===== config.mk =====
export PLATFORM = sky130hd
export DESIGN_NAME = uri_percent_utf8_decoder
export DESIGN_NICKNAME = d
export VERILOG_FILES = /design/src/uri_dec_pkg.sv /design/src/uri_percent_utf8_decoder.sv /design/src/uri_dec_in_reg.sv /design/src/uri_dec_core.sv /design/src/uri_dec_out_buf.sv
export SDC_FILE = /design/constraint.sdc
export NUM_CORES = 1
export LEC_CHECK = 0
export BUFFER_PORTS_ARGS = -buffer_cell sky130_fd_sc_hd__buf_2
export CORE_UTILIZATION = 65
export DETAILED_ROUTE_END_ITERATION = 16
export GPL_TIMING_DRIVEN = 0
export PLACE_DENSITY_LB_ADDON = 0.15
export RECOVER_POWER = 25
export SLEW_MARGIN = 25
export SYNTH_ARGS = -nofsm -noshare
export SYNTH_HDL_FRONTEND = slang
export SYNTH_SLANG_ARGS = --single-unit

===== constraint.sdc =====
create_clock -name clk -period 5.46 [get_ports clk]
set_input_delay 1.638 -clock clk [delete_from_list [all_inputs] [get_ports clk]]
set_output_delay 1.638 -clock clk [all_outputs]
set_load 0.05 [all_outputs]

===== src/uri_dec_pkg.sv =====
`default_nettype none
package uri_dec_pkg;

  localparam int UNIT_W = 16;
  localparam int CP_W   = 21;
  localparam int MAX_RES = 3;

  typedef enum logic [2:0] {
    PH_NORMAL   = 3'd0,
    PH_LEAD_HI  = 3'd1,
    PH_LEAD_LO  = 3'd2,
    PH_CONT_PCT = 3'd3,
    PH_CONT_HI  = 3'd4,
    PH_CONT_LO  = 3'd5,
    PH_SWALLOW  = 3'd6
  } phase_t;

  localparam logic [UNIT_W-1:0] CHAR_PCT = 16'h0025;

  // reserved set kept escaped in whole-uri mode
  localparam logic [7:0] RSV_SEMI  = 8'h3B;
  localparam logic [7:0] RSV_SLASH = 8'h2F;
  localparam logic [7:0] RSV_QUES  = 8'h3F;
  localparam logic [7:0] RSV_COLON = 8'h3A;
  localparam logic [7:0] RSV_AT    = 8'h40;
  localparam logic [7:0] RSV_AMP   = 8'h26;
  localparam logic [7:0] RSV_EQ    = 8'h3D;
  localparam logic [7:0] RSV_PLUS  = 8'h2B;
  localparam logic [7:0] RSV_DOLL  = 8'h24;
  localparam logic [7:0] RSV_COMMA = 8'h2C;
  localparam logic [7:0] RSV_HASH  = 8'h23;

  localparam logic [2:0] SEQ_LEN2 = 3'd2;
  localparam logic [2:0] SEQ_LEN3 = 3'd3;
  localparam logic [2:0] SEQ_LEN4 = 3'd4;

  localparam logic [CP_W-1:0] CP_MAX      = 21'h10FFFF;
  localparam logic [CP_W-1:0] CP_SUPP     = 21'h010000;
  localparam logic [CP_W-1:0] CP_MIN2     = 21'h000080;
  localparam logic [CP_W-1:0] CP_MIN3     = 21'h000800;
  localparam logic [CP_W-1:0] CP_SURR_LO  = 21'h00D800;
  localparam logic [CP_W-1:0] CP_SURR_HI  = 21'h00DFFF;
  localparam logic [UNIT_W-1:0] HI_SURR_BASE = 16'hD800;
  localparam logic [UNIT_W-1:0] LO_SURR_BASE = 16'hDC00;

  typedef struct packed {
    logic [1:0]                     cnt;
    logic [MAX_RES-1:0][UNIT_W-1:0] unit;
    logic                           end_mark;
    logic                           malformed;
  } dec_res_t;

  // {valid, value}
  function automatic logic [4:0] nibble_of(input logic [UNIT_W-1:0] c);
    logic [UNIT_W-1:0] t;
    t = 16'h0000;
    if (c inside {[16'h0030:16'h0039]}) begin
      t = c - 16'h0030;
      return {1'b1, t[3:0]};
    end else if (c inside {[16'h0061:16'h0066]}) begin
      t = c - 16'h0057;
      return {1'b1, t[3:0]};
    end else if (c inside {[16'h0041:16'h0046]}) begin
      t = c - 16'h0037;
      return {1'b1, t[3:0]};
    end
    return 5'b0_0000;
  endfunction

endpackage
`default_nettype wire


===== src/uri_percent_utf8_decoder.sv =====
// URI percent decoder with UTF-8 reassembly, one UTF-16 code unit per beat.
// Input channel in_valid/in_ready carries in_code_unit and in_is_last, the
// mark on the final unit of a string. Output channel out_valid/out_ready
// carries out_unit, out_end_mark and out_malformed.
// cfg_wr_en/cfg_wr_data set component mode (1 after reset); write it only
// between strings while the block is idle.
// A unit accepted into the input register is decoded combinationally and
// loaded into the result buffer, which drives the output; the load waits
// while the result buffer has no room for it.
// Throughput: one unit per cycle while out_ready is high and each unit
// gives at most one result. A reserved character kept as its escape gives
// three beats and a surrogate pair two; the input register then holds the
// next unit while the result buffer drains.
// A malformed string stops producing results; its last unit gives one beat
// with out_malformed and out_end_mark set, and out_unit zero.
// Reset empties both registers and returns to plain text with component mode.
// When out_ready is low the result buffer holds its beats and one more unit
// waits in the input register before in_ready drops.
`default_nettype none
module uri_percent_utf8_decoder (
  input  wire logic                          clk,
  input  wire logic                          rst_n,
  input  wire logic                          cfg_wr_en,
  input  wire logic                          cfg_wr_data,
  input  wire logic                          in_valid,
  output logic                               in_ready,
  input  wire logic [uri_dec_pkg::UNIT_W-1:0] in_code_unit,
  input  wire logic                          in_is_last,
  output logic                               out_valid,
  input  wire logic                          out_ready,
  output logic [uri_dec_pkg::UNIT_W-1:0]     out_unit,
  output logic                               out_end_mark,
  output logic                               out_malformed
);
  import uri_dec_pkg::*;

  logic              vld_q;
  logic [UNIT_W-1:0] unit_q;
  logic              last_q;
  logic              can_load;
  logic              adv;
  dec_res_t          res;

  assign adv = vld_q && can_load;

  uri_dec_in_reg u_in (
    .clk          (clk),
    .rst_n        (rst_n),
    .in_valid     (in_valid),
    .in_ready     (in_ready),
    .in_code_unit (in_code_unit),
    .in_is_last   (in_is_last),
    .take         (adv),
    .vld_o        (vld_q),
    .unit_o       (unit_q),
    .last_o       (last_q)
  );

  uri_dec_core u_core (
    .clk         (clk),
    .rst_n       (rst_n),
    .cfg_wr_en   (cfg_wr_en),
    .cfg_wr_data (cfg_wr_data),
    .adv         (adv),
    .unit_i      (unit_q),
    .last_i      (last_q),
    .res_o       (res)
  );

  uri_dec_out_buf u_out (
    .clk           (clk),
    .rst_n         (rst_n),
    .load          (adv),
    .res_i         (res),
    .can_load      (can_load),
    .out_valid     (out_valid),
    .out_ready     (out_ready),
    .out_unit      (out_unit),
    .out_end_mark  (out_end_mark),
    .out_malformed (out_malformed)
  );

endmodule
`default_nettype wire


===== src/uri_dec_in_reg.sv =====
`default_nettype none
module uri_dec_in_reg (
  input  wire logic                        clk,
  input  wire logic                        rst_n,
  input  wire logic                        in_valid,
  output logic                             in_ready,
  input  wire logic [uri_dec_pkg::UNIT_W-1:0] in_code_unit,
  input  wire logic                        in_is_last,
  input  wire logic                        take,
  output logic                             vld_o,
  output logic [uri_dec_pkg::UNIT_W-1:0]   unit_o,
  output logic                             last_o
);
  import uri_dec_pkg::*;

  logic              vld_r, vld_nxt;
  logic [UNIT_W-1:0] unit_r;
  logic              last_r;

  assign in_ready = !vld_r || take;
  assign vld_nxt  = in_ready ? in_valid : vld_r;

  always_ff @(posedge clk) begin
    if (!rst_n) begin
      vld_r <= 1'b0;
    end else begin
      vld_r <= vld_nxt;
    end
  end

  always_ff @(posedge clk) begin
    if (in_valid && in_ready) begin
      unit_r <= in_code_unit;
      last_r <= in_is_last;
    end
  end

  assign vld_o  = vld_r;
  assign unit_o = unit_r;
  assign last_o = last_r;

endmodule
`default_nettype wire


===== src/uri_dec_core.sv =====
`default_nettype none
module uri_dec_core (
  input  wire logic                          clk,
  input  wire logic                          rst_n,
  input  wire logic                          cfg_wr_en,
  input  wire logic                          cfg_wr_data,
  input  wire logic                          adv,
  input  wire logic [uri_dec_pkg::UNIT_W-1:0] unit_i,
  input  wire logic                          last_i,
  output uri_dec_pkg::dec_res_t              res_o
);
  import uri_dec_pkg::*;

  logic              mode_r;
  phase_t            phase_r, phase_nxt;
  logic [UNIT_W-1:0] fchar_r, fchar_nxt;
  logic [3:0]        nib_r, nib_nxt;
  logic [2:0]        len_r, len_nxt;
  logic [1:0]        left_r, left_nxt;
  logic [CP_W-1:0]   acc_r, acc_nxt;

  logic [4:0]        nib;
  logic [7:0]        byte_v;
  logic [CP_W-1:0]   cp;
  logic [CP_W-1:0]   supp;
  logic              bad;
  logic              overlong;
  dec_res_t          res;

  assign nib    = nibble_of(unit_i);
  assign byte_v = {nib_r, nib[3:0]};
  assign cp     = {acc_r[CP_W-7:0], byte_v[5:0]};
  assign supp   = cp - CP_SUPP;

  always_comb begin
    overlong = ((len_r == SEQ_LEN2) && (cp < CP_MIN2)) ||
               ((len_r == SEQ_LEN3) && (cp < CP_MIN3)) ||
               ((len_r == SEQ_LEN4) && (cp < CP_SUPP));
  end

  always_comb begin
    phase_nxt = phase_r;
    fchar_nxt = fchar_r;
    nib_nxt   = nib_r;
    len_nxt   = len_r;
    left_nxt  = left_r;
    acc_nxt   = acc_r;
    bad       = 1'b0;
    res       = '0;
    case (phase_r)
      PH_NORMAL: begin
        if (unit_i != CHAR_PCT) begin
          res.cnt     = 2'd1;
          res.unit[0] = unit_i;
        end else begin
          phase_nxt = PH_LEAD_HI;
        end
      end
      PH_LEAD_HI, PH_CONT_HI: begin
        if (!nib[4]) begin
          bad = 1'b1;
        end else begin
          nib_nxt = nib[3:0];
          if (phase_r == PH_LEAD_HI) begin
            fchar_nxt = unit_i;
            phase_nxt = PH_LEAD_LO;
          end else begin
            phase_nxt = PH_CONT_LO;
          end
        end
      end
      PH_LEAD_LO: begin
        if (!nib[4]) begin
          bad = 1'b1;
        end else if (!byte_v[7]) begin
          phase_nxt = PH_NORMAL;
          if (!mode_r && (byte_v inside {RSV_SEMI, RSV_SLASH, RSV_QUES, RSV_COLON,
                                         RSV_AT, RSV_AMP, RSV_EQ, RSV_PLUS,
                                         RSV_DOLL, RSV_COMMA, RSV_HASH})) begin
            res.cnt     = 2'd3;
            res.unit[0] = CHAR_PCT;
            res.unit[1] = fchar_r;
            res.unit[2] = unit_i;
          end else begin
            res.cnt     = 2'd1;
            res.unit[0] = {8'h00, byte_v};
          end
        end else if (byte_v[7:5] == 3'b110) begin
          len_nxt   = SEQ_LEN2;
          left_nxt  = 2'd1;
          acc_nxt   = {16'h0000, byte_v[4:0]};
          phase_nxt = PH_CONT_PCT;
        end else if (byte_v[7:4] == 4'b1110) begin
          len_nxt   = SEQ_LEN3;
          left_nxt  = 2'd2;
          acc_nxt   = {17'h00000, byte_v[3:0]};
          phase_nxt = PH_CONT_PCT;
        end else if (byte_v[7:3] == 5'b11110) begin
          len_nxt   = SEQ_LEN4;
          left_nxt  = 2'd3;
          acc_nxt   = {18'h00000, byte_v[2:0]};
          phase_nxt = PH_CONT_PCT;
        end else begin
          bad = 1'b1;
        end
      end
      PH_CONT_PCT: begin
        if (unit_i != CHAR_PCT) begin
          bad = 1'b1;
        end else begin
          phase_nxt = PH_CONT_HI;
        end
      end
      PH_CONT_LO: begin
        if (!nib[4] || (byte_v[7:6] != 2'b10)) begin
          bad = 1'b1;
        end else begin
          acc_nxt  = cp;
          left_nxt = left_r - 2'd1;
          if (left_r != 2'd1) begin
            phase_nxt = PH_CONT_PCT;
          end else if (overlong || (cp > CP_MAX) ||
                       ((cp >= CP_SURR_LO) && (cp <= CP_SURR_HI))) begin
            bad = 1'b1;
          end else begin
            phase_nxt = PH_NORMAL;
            if (cp < CP_SUPP) begin
              res.cnt     = 2'd1;
              res.unit[0] = cp[UNIT_W-1:0];
            end else begin
              // surrogate pair from the 20-bit offset
              res.cnt     = 2'd2;
              res.unit[0] = HI_SURR_BASE + {6'd0, supp[19:10]};
              res.unit[1] = LO_SURR_BASE | {6'd0, supp[9:0]};
            end
          end
        end
      end
      default: begin
        bad = 1'b1;
      end
    endcase

    if (bad) begin
      res.cnt   = 2'd0;
      phase_nxt = PH_SWALLOW;
    end

    if (last_i) begin
      if ((phase_nxt != PH_NORMAL) || (res.cnt == 2'd0)) begin
        res.cnt       = 2'd1;
        res.unit      = '0;
        res.malformed = 1'b1;
      end
      res.end_mark = 1'b1;
      phase_nxt    = PH_NORMAL;
      fchar_nxt    = '0;
      nib_nxt      = '0;
      len_nxt      = '0;
      left_nxt     = '0;
      acc_nxt      = '0;
    end
  end

  assign res_o = res;

  always_ff @(posedge clk) begin
    if (!rst_n) begin
      mode_r  <= 1'b1;
      phase_r <= PH_NORMAL;
      fchar_r <= '0;
      nib_r   <= '0;
      len_r   <= '0;
      left_r  <= '0;
      acc_r   <= '0;
    end else begin
      if (cfg_wr_en) begin
        mode_r <= cfg_wr_data;
      end
      if (adv) begin
        phase_r <= phase_nxt;
        fchar_r <= fchar_nxt;
        nib_r   <= nib_nxt;
        len_r   <= len_nxt;
        left_r  <= left_nxt;
        acc_r   <= acc_nxt;
      end
    end
  end

endmodule
`default_nettype wire


===== src/uri_dec_out_buf.sv =====
`default_nettype none
module uri_dec_out_buf (
  input  wire logic                          clk,
  input  wire logic                          rst_n,
  input  wire logic                          load,
  input  wire uri_dec_pkg::dec_res_t         res_i,
  output logic                               can_load,
  output logic                               out_valid,
  input  wire logic                          out_ready,
  output logic [uri_dec_pkg::UNIT_W-1:0]     out_unit,
  output logic                               out_end_mark,
  output logic                               out_malformed
);
  import uri_dec_pkg::*;

  logic [1:0]                     cnt_r, cnt_nxt;
  logic [MAX_RES-1:0][UNIT_W-1:0] unit_r, unit_nxt;
  logic                           end_r, end_nxt;
  logic                           mal_r, mal_nxt;

  // room when empty, or when the last held beat leaves this cycle
  assign can_load  = (cnt_r == 2'd0) || ((cnt_r == 2'd1) && out_ready);
  assign out_valid = (cnt_r != 2'd0);

  always_comb begin
    cnt_nxt  = cnt_r;
    unit_nxt = unit_r;
    end_nxt  = end_r;
    mal_nxt  = mal_r;
    if (load) begin
      cnt_nxt  = res_i.cnt;
      unit_nxt = res_i.unit;
      end_nxt  = res_i.end_mark;
      mal_nxt  = res_i.malformed;
    end else if (out_valid && out_ready) begin
      cnt_nxt     = cnt_r - 2'd1;
      unit_nxt[0] = unit_r[1];
      unit_nxt[1] = unit_r[2];
    end
  end

  always_ff @(posedge clk) begin
    if (!rst_n) begin
      cnt_r <= 2'd0;
    end else begin
      cnt_r <= cnt_nxt;
    end
  end

  always_ff @(posedge clk) begin
    unit_r <= unit_nxt;
    end_r  <= end_nxt;
    mal_r  <= mal_nxt;
  end

  // flags belong to the final beat of the group
  assign out_unit      = unit_r[0];
  assign out_end_mark  = end_r && (cnt_r == 2'd1);
  assign out_malformed = mal_r && (cnt_r == 2'd1);

endmodule
`default_nettype wire


==> results of run 1 <==
[layer usage]
layer	wire length, um	track usage (%)	vias up	part of all wire, %
met5	0	0	-	0
met4	809	19.46	0	4.5
met3	2039	7.941	79	11
met2	8098	59.35	373	45
met1	6870	49.72	2599	39
li1	-	-	2537	-
[layout make-up]
type	instances	area, um2	share of cell area (%)
Multi-Input combinational cell	475	2899	40.17
Clock inverter	13	232.7	3.225
Inverter	17	63.81	0.8842
Sequential cell	114	2953	40.92
Clock buffer	19	421.7	5.843
Buffer	57	297.8	4.126
Tap cell	111	138.9	1.924
Timing Repair Buffer	42	210.2	2.913
[cell families (layout without fill, tap and decap cells)]
kind of cell / Yosys count / count (layout) / synth area share [%]
multiplexers: 5 / 5 / 0.8112
XOR/XNOR: 4 / 4 / 0.5678
other: 1 / 9 / 0.06078
AO/OA/AOI/OAI: 173 / 173 / 19.25
AND/OR/NAND/NOR: 276 / 276 / 23.99
flip-flops: 114 / 114 / 47.86
buffers and inverters: 74 / 148 / 5.840
adder cells (fa/ha/maj): 8 / 8 / 1.622
[how the worst max path moves through the flow]
stage / start / end
3_3_place_gp: out_ready / u_out.out_unit[1]$_DFFE_PP_
2_1_floorplan: out_ready / in_ready
4_1_cts: u_in.unit_o[1]$_DFFE_PP_ / u_out.out_unit[0]$_DFFE_PP_
6_report: u_in.unit_o[1]$_DFFE_PP_ / u_out.out_unit[0]$_DFFE_PP_
3_5_place_dp: u_in.unit_o[1]$_DFFE_PP_ / u_out.out_unit[0]$_DFFE_PP_
5_1_grt: u_in.unit_o[1]$_DFFE_PP_ / u_out.out_unit[0]$_DFFE_PP_
[layout by cell type, fill, tap and decap left out, types with 5 or more instances in the layout]
master,n
a2111oi_0,5
a211oi_1,6
a21oi_1,34
a22o_1,5
a22oi_1,25
a31oi_1,5
and2_1,28
and3_1,15
buf_2,45
buf_4,17
bufinv_16,6
clkbuf_1,35
clkbuf_16,16
conb_1,9
dfxtp_1,47
edfxtp_1,67
ha_1,8
inv_1,17
mux2i_1,5
nand2_1,76
nand3_1,20
nor2_1,38
nor2b_1,22
nor3_1,24
nor4_1,9
o21ai_0,28
o21ai_1,18
o22ai_1,5
or3_1,5
[critical path, cell delays in order (launching register included)]
cell       delay [ns]
edfxtp_1         0.48
clkbuf_1         0.42
inv_1            0.14
ha_1             0.23
nor3b_1          0.15
a2111oi_0        0.70
and3_1           0.27
a41oi_1          0.06
nand4b_1         0.23
o31a_1           0.15
a211oi_2         0.62
clkbuf_1         0.44
a211oi_1         0.13
a31oi_1          0.28
[through the flow]
| step | power [uW] | worst slack (ns) |
|---|---|---|
| 5_1_grt | 3149 | 0.6711 |
| 3_5_place_dp | 1820 | 1.143 |
| 2_1_floorplan | 1648 | 1.682 |
| 4_1_cts | 3049 | 1.043 |
| 6_report | 3057 | 0.9606 |
| 3_3_place_gp | 1800 | 1.118 |
[flip-flops by register name (all words and copies together) (netlist names), 2 cells and up]
name and flops:
u_out.cnt_r 2, u_core.acc_r 15, u_core.fchar_r 16, u_out.unit_r 32
u_core.len_r 3, u_core.phase_r 3, u_out.out_unit 16, u_core.nib_r 4
u_core.left_r 2, u_in.unit_o 16
[power groups by stage]
stage / clock network [uW] / logic, uW / registers, uW
after floorplan: 0 / 513 / 1140
after global placement: 0 / 647 / 1150
after detailed placement: 0 / 661 / 1160
after CTS: 1240 / 666 / 1140
after global routing: 1280 / 712 / 1160
final: 1240 / 671 / 1150
==> results.md, run 1 <==
- The run finished with clean final reports.
- The number of global-route vias before repair is 5,172.
- The wire length reported by the detailed router is 17,820 um.
- The clock period minus final worst setup slack is 4.499 ns.
- The max-slew violation count was 0.
- The quantity of I/O buffers inserted on ports is 41.
- The worst setup path is of the flip-flop to flip-flop kind.
- The endpoint required time on the critical path is 5.80 ns.
- The most frequent cell after synthesis is nand2_1.
- The total of warnings raised by yosys is 0.
- The setup fix buffers added after clock tree synthesis is 0.
- The wire length of the first global-routing pass is 27,720 um.
- For this run, the top clock speed supported by timing is 222.3 MHz.
- The number of max-capacitance violations reported is 0.
- The maximum number of pins on one net before global-route repair is 33.
- The path class of the tightest hold or removal check is flip-flop to flip-flop.
- In this run the power spent charging and discharging nets is 938.0 uW.
- The total track usage is 37.79%.
- The number of cells traversed by the worst hold path is 1.
- The detailed placement HPWL is 12,530 um.
- In this run the biggest area consumer among cell types represents 32.61% of the synthesized area.
- Pin placement for this block handled 43 I/O pins.
- The post-synthesis average cell area is 9.419 um2.
- In the final routed layout, each cell accounts on average for 21.01 um.
- The CTS tree is built.
- For this run, the detailed router's first-pass iteration total came to 6.
- Compared with the post-synthesis result, the final layout area differs by 16.97%.
- The internal portion of the total power is 2119 uW.
- In the final design database the tool counted 755 nets.
- Clock-pin slew was measured on the worst setup and hold paths at 0.06 ns.
- The worst register-to-register path has a depth of 13.
- The clock group share of total power is 40.5%.
- The number of flops mapped to enable cells by yosys is 67.
- The switching portion of total power is 30.68%.
- After clock tree synthesis, the flow added hold-fix buffers numbering 0.
- In this run the remaining antenna-violating nets after routing total 0.
- STA classifies the critical path endpoint as a flip-flop.
- The flop and latch count out of synthesis is 114.
- Power spread over the standard cell area amounts to 423.6 nW/um2.
- The worst setup skew after layout is 0.005077 ns.
- The leakage power of the design is 0.002638 uW.
- The sequential share of the synthesized area is 47.86%.
- The height of the die is 99.43 um.
- The starting utilization of the core area is 67.09%.
- The commonest cells after synthesis are 76 x nand2_1, 67 x edfxtp_1, 47 x dfxtp_1.
- The iteration-0 DRC count of the detailed router is 593.
- Excluding fillers, the count of instances in the completed layout stands at 848.
- The ratio of routed vias to standard cells is 6.590.
- The total of fill cells in the finished design is 616.
- For this run, the leading register cell type out of synthesis is edfxtp_1.
- The instance area at placement is 6563 um2.
- The final critical path takes up 82.41% of the cycle.
- The arrival time of data at the critical path endpoint is 4.84 ns.
- Row generation in the floorplan step produced 35 rows.
- The tree is rooted in a clkbuf_8.
- The placed instance count is 816.
- After synthesis the cells add up to 6170 um2.
- The detailed-route DRC error count is 0.
- Final hold analysis gives a worst-case slack of 0.4814 ns.
- The floorplan step defined a die boundary enclosing 9885 um2.
- The reg-to-reg critical path startpoint is u_in.unit_o[1]$_DFFE_PP_.
- No sink is reached through more buffers than the 2 on the longest clock path.
- The repair_antennas step left the layout with diodes totalling 0.
- In this run, post-CTS repair resized a total of 0 instances.
- The accumulated negative setup slack is 0 ns.
- The count of vias placed by the detailed router is 5,588.
- After routing the design area is 7217 um2.
- The core region is 9196 um2.
- The utilization after layout is 78.48%.
- The worst hold path begins at u_core.fchar_r[10]$_SDFFE_PN0P_.
- The slew at the pin closest to its max-slew limit is 1.195 ns.
- Counting distinct cell types in the post-synthesis netlist gives 69.
- The sequential share of power is 37.5%.
- The total grt overflow is 0.
- Setup repair after global routing left no endpoint under its margin.
- Setup violations remaining at the end of the flow were counted as 0.
- The reg-to-reg critical path endpoint is u_out.out_unit[0]$_DFFE_PP_.
- Buffers inserted during clock tree synthesis total 17.
- The number of cells produced by synthesis is 655.
- The number of endpoints with negative hold slack in the final report is 0.
- In this run the worst path has a maximum fanout of 10.
- The floorplan step set the die width to 99.43 um.
- The async set or reset register ratio after synthesis is 0%.
- The clock drives 114 sinks.
- STA classifies the critical path startpoint as a flip-flop.
- The number of antenna violations at the first check in global routing is 0.
- The setup check on the worst reg-to-reg path leaves a slack of 0.96 ns.
- The final weighted congestion in routability-driven placement is 1.009.
- For the worst-skew pair, the clock arrives at the later sink with an insertion delay of 0.53 ns.
- In this run the number of H-tree levels came out at 4.
- In this run the tightest slew margin relative to its limit is 20.27%.
- The cell type with the largest total area after synthesis is edfxtp_1.
- In the final layout, the share of cells above drive strength 1 is 15.74%.
- Yosys attributes the largest share of cell area to edfxtp_1 33%, dfxtp_1 15%, nand2_1 4.6%.
- VDD sags by at most 0.3521 mV.
- The relative contribution of combinational cells to total power is 21.9%.
- The end point of the worst hold path is u_core.fchar_r[10]$_SDFFE_PN0P_.
No activity file was read; power rests on OpenSTA's default activity.
==> inputs of run 2 (changes only) <==
--- a/config.mk
+++ b/config.mk
@@ -6,7 +6,7 @@
 export NUM_CORES = 1
 export LEC_CHECK = 0
 export BUFFER_PORTS_ARGS = -buffer_cell sky130_fd_sc_hd__buf_2
-export CORE_UTILIZATION = 65
+export CORE_UTILIZATION = 61
 export DETAILED_ROUTE_END_ITERATION = 16
 export GPL_TIMING_DRIVEN = 0
 export PLACE_DENSITY_LB_ADDON = 0.15
==> constraint.sdc (replaced) <==
create_clock -name clk -period 4.69 [get_ports clk]
set_input_delay 1.407 -clock clk [delete_from_list [all_inputs] [get_ports clk]]
set_output_delay 1.407 -clock clk [all_outputs]
set_load 0.05 [all_outputs]
==> run 2 against run 1 <==
Largest power group is now sequential cells. Count of clock-buffer cells in the layout is 2 lower. Final cell count increased by 2.6%. Total power grew 11%. Critical path depth up 1. Register-to-register slack got worse by 0.70 ns. Critical endpoint unchanged. First-iteration DRC count fell by 6.1%. Non-clock buffer count stayed put. Largest cell class unchanged. Sequential power rose by 16%.
==> results.md, run 2 (synthesis results as in run 1) <==
- The flow ran to the end, and the final reports show no timing, DRC or antenna violations.
- The quantity of I/O buffers inserted on ports came to 41 (unchanged).
- The max-slew violation count was 0 (unchanged).
- The total track usage is 34.88% (-2.9 points).
- The CTS sink count was 114 (unchanged).
- The area growth from synthesis to layout is 16.41%.
- The arrival time of data at the critical path endpoint is 4.66 ns (-0.18 ns).
- The I/O pin total came to 43 (unchanged).
- The count of vias placed by the detailed router is 5,570 (-0.32%).
- The clock latency on the worst-skew pair is 0.53 ns (about the same).
- The maximum number of pins on one net before global-route repair was 33 (unchanged).
- The post-CTS resize count is 0 (unchanged).
- The detailed placement HPWL is 12,220 um (-2.5%).
- TritonCTS built the clock tree.
- The number of endpoints with negative hold slack in the final report is 0 (unchanged).
- The height of the die is 102.6 um (+3.2%).
- The period utilization is 94.47% (+12 points).
- The power density over cell area was 471.0 nW/um2 (+11%).
- The iteration-0 DRC count of the detailed router was 557 (-6.1%).
- The worst setup skew after layout is 0.007431 ns (+0.002353 ns).
- The number of global-route vias before repair was 5,019 (-3.0%).
- The starting utilization of the core area is 63.12% (-4.0 points).
- The wire length per cell was 20.09 um (-4.4%).
- The worst-case headroom to the max-slew limit is 16.66% (-3.6 points).
- The critical path startpoint category is a flip-flop.
- Setup repair after global routing left no endpoint under its margin.
- The standard-cell row count is 36 (+2.9%).
- The endpoint required time on the critical path is 4.92 ns (-0.88 ns).
- The H-tree depth was 4 (unchanged).
- The sequential share of power was 39.3% (+1.8 points).
- The switching portion of total power is 32.07% (+1.4 points).
- The worst setup path is captured at a flip-flop.
- The instance area at placement is 6593 um2 (+0.46%).
- The class of the tightest hold or removal check is flip-flop to flip-flop.
- The slew at the pin closest to its max-slew limit is 1.249 ns (+0.05404 ns).
- The width of the die was 102.6 um (+3.2%).
- The register clock-pin slew on the reported worst setup and hold paths was 0.06 ns (about the same).
- The summed area of non-filler cells in the final layout was 7182 um2 (-0.49%).
- The total grt overflow is 0 (unchanged).
- The proportion of layout cells with a drive suffix above 1 is 15.74% (unchanged).
- The detailed-route DRC error count came to 0 (unchanged).
- The core footprint is 9774 um2 (+6.3%).
- The relative contribution of combinational cells to total power is 23.3% (+1.4 points).
- The number of nets with antenna violations after detailed routing is 0 (unchanged).
- The leakage power of the design was 0.002602 uW (-1.4%).
- The wire length reported by the detailed router is 17,480 um (-1.9%).
- The most common library cell in the layout ignoring fill and taps is nand2_1.
- The worst slack on hold paths is 0.4853 ns (+0.003910 ns).
- The number of diodes is 0 (unchanged).
- The flip-flop count of the largest register, all copies and words added is 32 (unchanged).
- The kind of critical path is flip-flop to flip-flop.
- The number of antenna violations at the first check in global routing is 0 (unchanged).
- The full die area is 10,520 um2 (+6.4%).
- The wire length of the first global-routing pass is 26,680 um (-3.8%).
- The accumulated negative setup slack is 0 ns (unchanged).
- The setup fix buffers added after clock tree synthesis is 0 (unchanged).
- The clock period minus final worst setup slack is 4.431 ns (-0.06860 ns).
- The internal cell power was 2298 uW (+8.4%).
- The ratio of routed vias to standard cells is 6.402 (-2.8%).
- The count of nets after finishing is 755 (unchanged).
- The maximum fanout along the worst path is 10 (unchanged).
- The total iterations of the first detailed-routing run is 6 (unchanged).
- The library cells used most frequently in the layout, excluding fill and tap cells, are 76 x nand2_1, 67 x edfxtp_1, 47 x dfxtp_1, 43 x buf_2, 38 x nor2_1.
- The clock group share of total power is 37.4% (-3.1 points).
- The final weighted congestion in routability-driven placement came to 0.9844 (-2.4%).
- The utilization after layout is 73.48% (-5.0 points).
- The TritonCTS buffer count is 17 (unchanged).
- Clock tree synthesis selected as its root buffer the cell clkbuf_8.
- The power spent charging and discharging nets is 1085 uW (+16%).
- The post-cts hold buffer count is 0 (unchanged).
- The number of max-capacitance violations reported is 0 (unchanged).
- The timing-limited maximum frequency was 225.7 MHz (+1.5%).
- The maximum buffer depth of the clock tree was 2 (unchanged).
- The worst IR drop on VDD is 0.4368 mV (+24%).
- The largest register by flop count is u_out.unit_r.
- The count of endpoints failing setup in the final report is 0 (unchanged).
[run 2: cell types whose count changed in the layout (fill, tap and decap cells not counted), sizes merged]
cell,previous run,this run
bufinv,6,3
inv,18,17
clkinvlp,1,3
buf,65,64
clkinv,5,9
clkbuf,53,52
[run 2: worst max-delay path, stage by stage, from the launching register on]
cell and delay, ns:
edfxtp_1 0.48, clkbuf_1 0.41, inv_1 0.12, ha_1 0.24, o21bai_1 0.19, nand2_1 0.21, and2_1 0.23, buf_2 0.17
nor2_1 0.49, or3_1 0.18, clkbuf_1 0.42, a211oi_4 0.14, clkbuf_1 0.28, a211oi_1 0.38, a31oi_1 0.18
[run 2: cell type report]
class | count | area [um2]
repair buffers | 42 | 211.5
clock buffers | 17 | 414.1
multi-input cells | 475 | 2908
flip-flops and latches | 114 | 2953
well taps | 133 | 166.4
inverters | 17 | 63.81
clock inverters | 15 | 167.7
plain buffers | 57 | 297.8
fillers | 761 | 2592
[run 2: power groups by stage]
stage          Combinational (uW)  Clock [uW]  Sequential, uW
3_5_place_dp                  771           0            1340
6_report                      787        1270            1330
4_1_cts                       778        1270            1330
2_1_floorplan                 597           0            1320
5_1_grt                       842        1310            1340
3_3_place_gp                  757           0            1340
[run 2: stage by stage]
step | worst slack (ns) | power (uW) | cells
finish | 0.2592 | 3383 | 870
global route | 0.08178 | 3499 | 870
CTS | 0.2980 | 3371 | 870
detailed placement | 0.3516 | 2116 | 838
global placement | 0.4536 | 2099 | 837
floorplan | 1.208 | 1919 | 663
[run 2: per-layer routing]
metal	GRT usage (%)	share of wire, %
met2	54.31	46
met3	9.898	10
met4	15.16	3.1
met1	45.53	40
met5	0	0
[run 2: path summary, 6_finish.rpt]
check	startpoint	endpoint	slack, ns	cells after the start
worst min-delay path	u_core.fchar_r[11]$_SDFFE_PN0P_	u_core.fchar_r[11]$_SDFFE_PN0P_	0.49	1
worst max-delay path	u_in.unit_o[1]$_DFFE_PP_	u_out.out_unit[0]$_DFFE_PP_	0.26	14
worst max register to register	u_in.unit_o[1]$_DFFE_PP_	u_out.out_unit[0]$_DFFE_PP_	0.26	14
worst min register to register	u_core.fchar_r[11]$_SDFFE_PN0P_	u_core.fchar_r[11]$_SDFFE_PN0P_	0.49	1
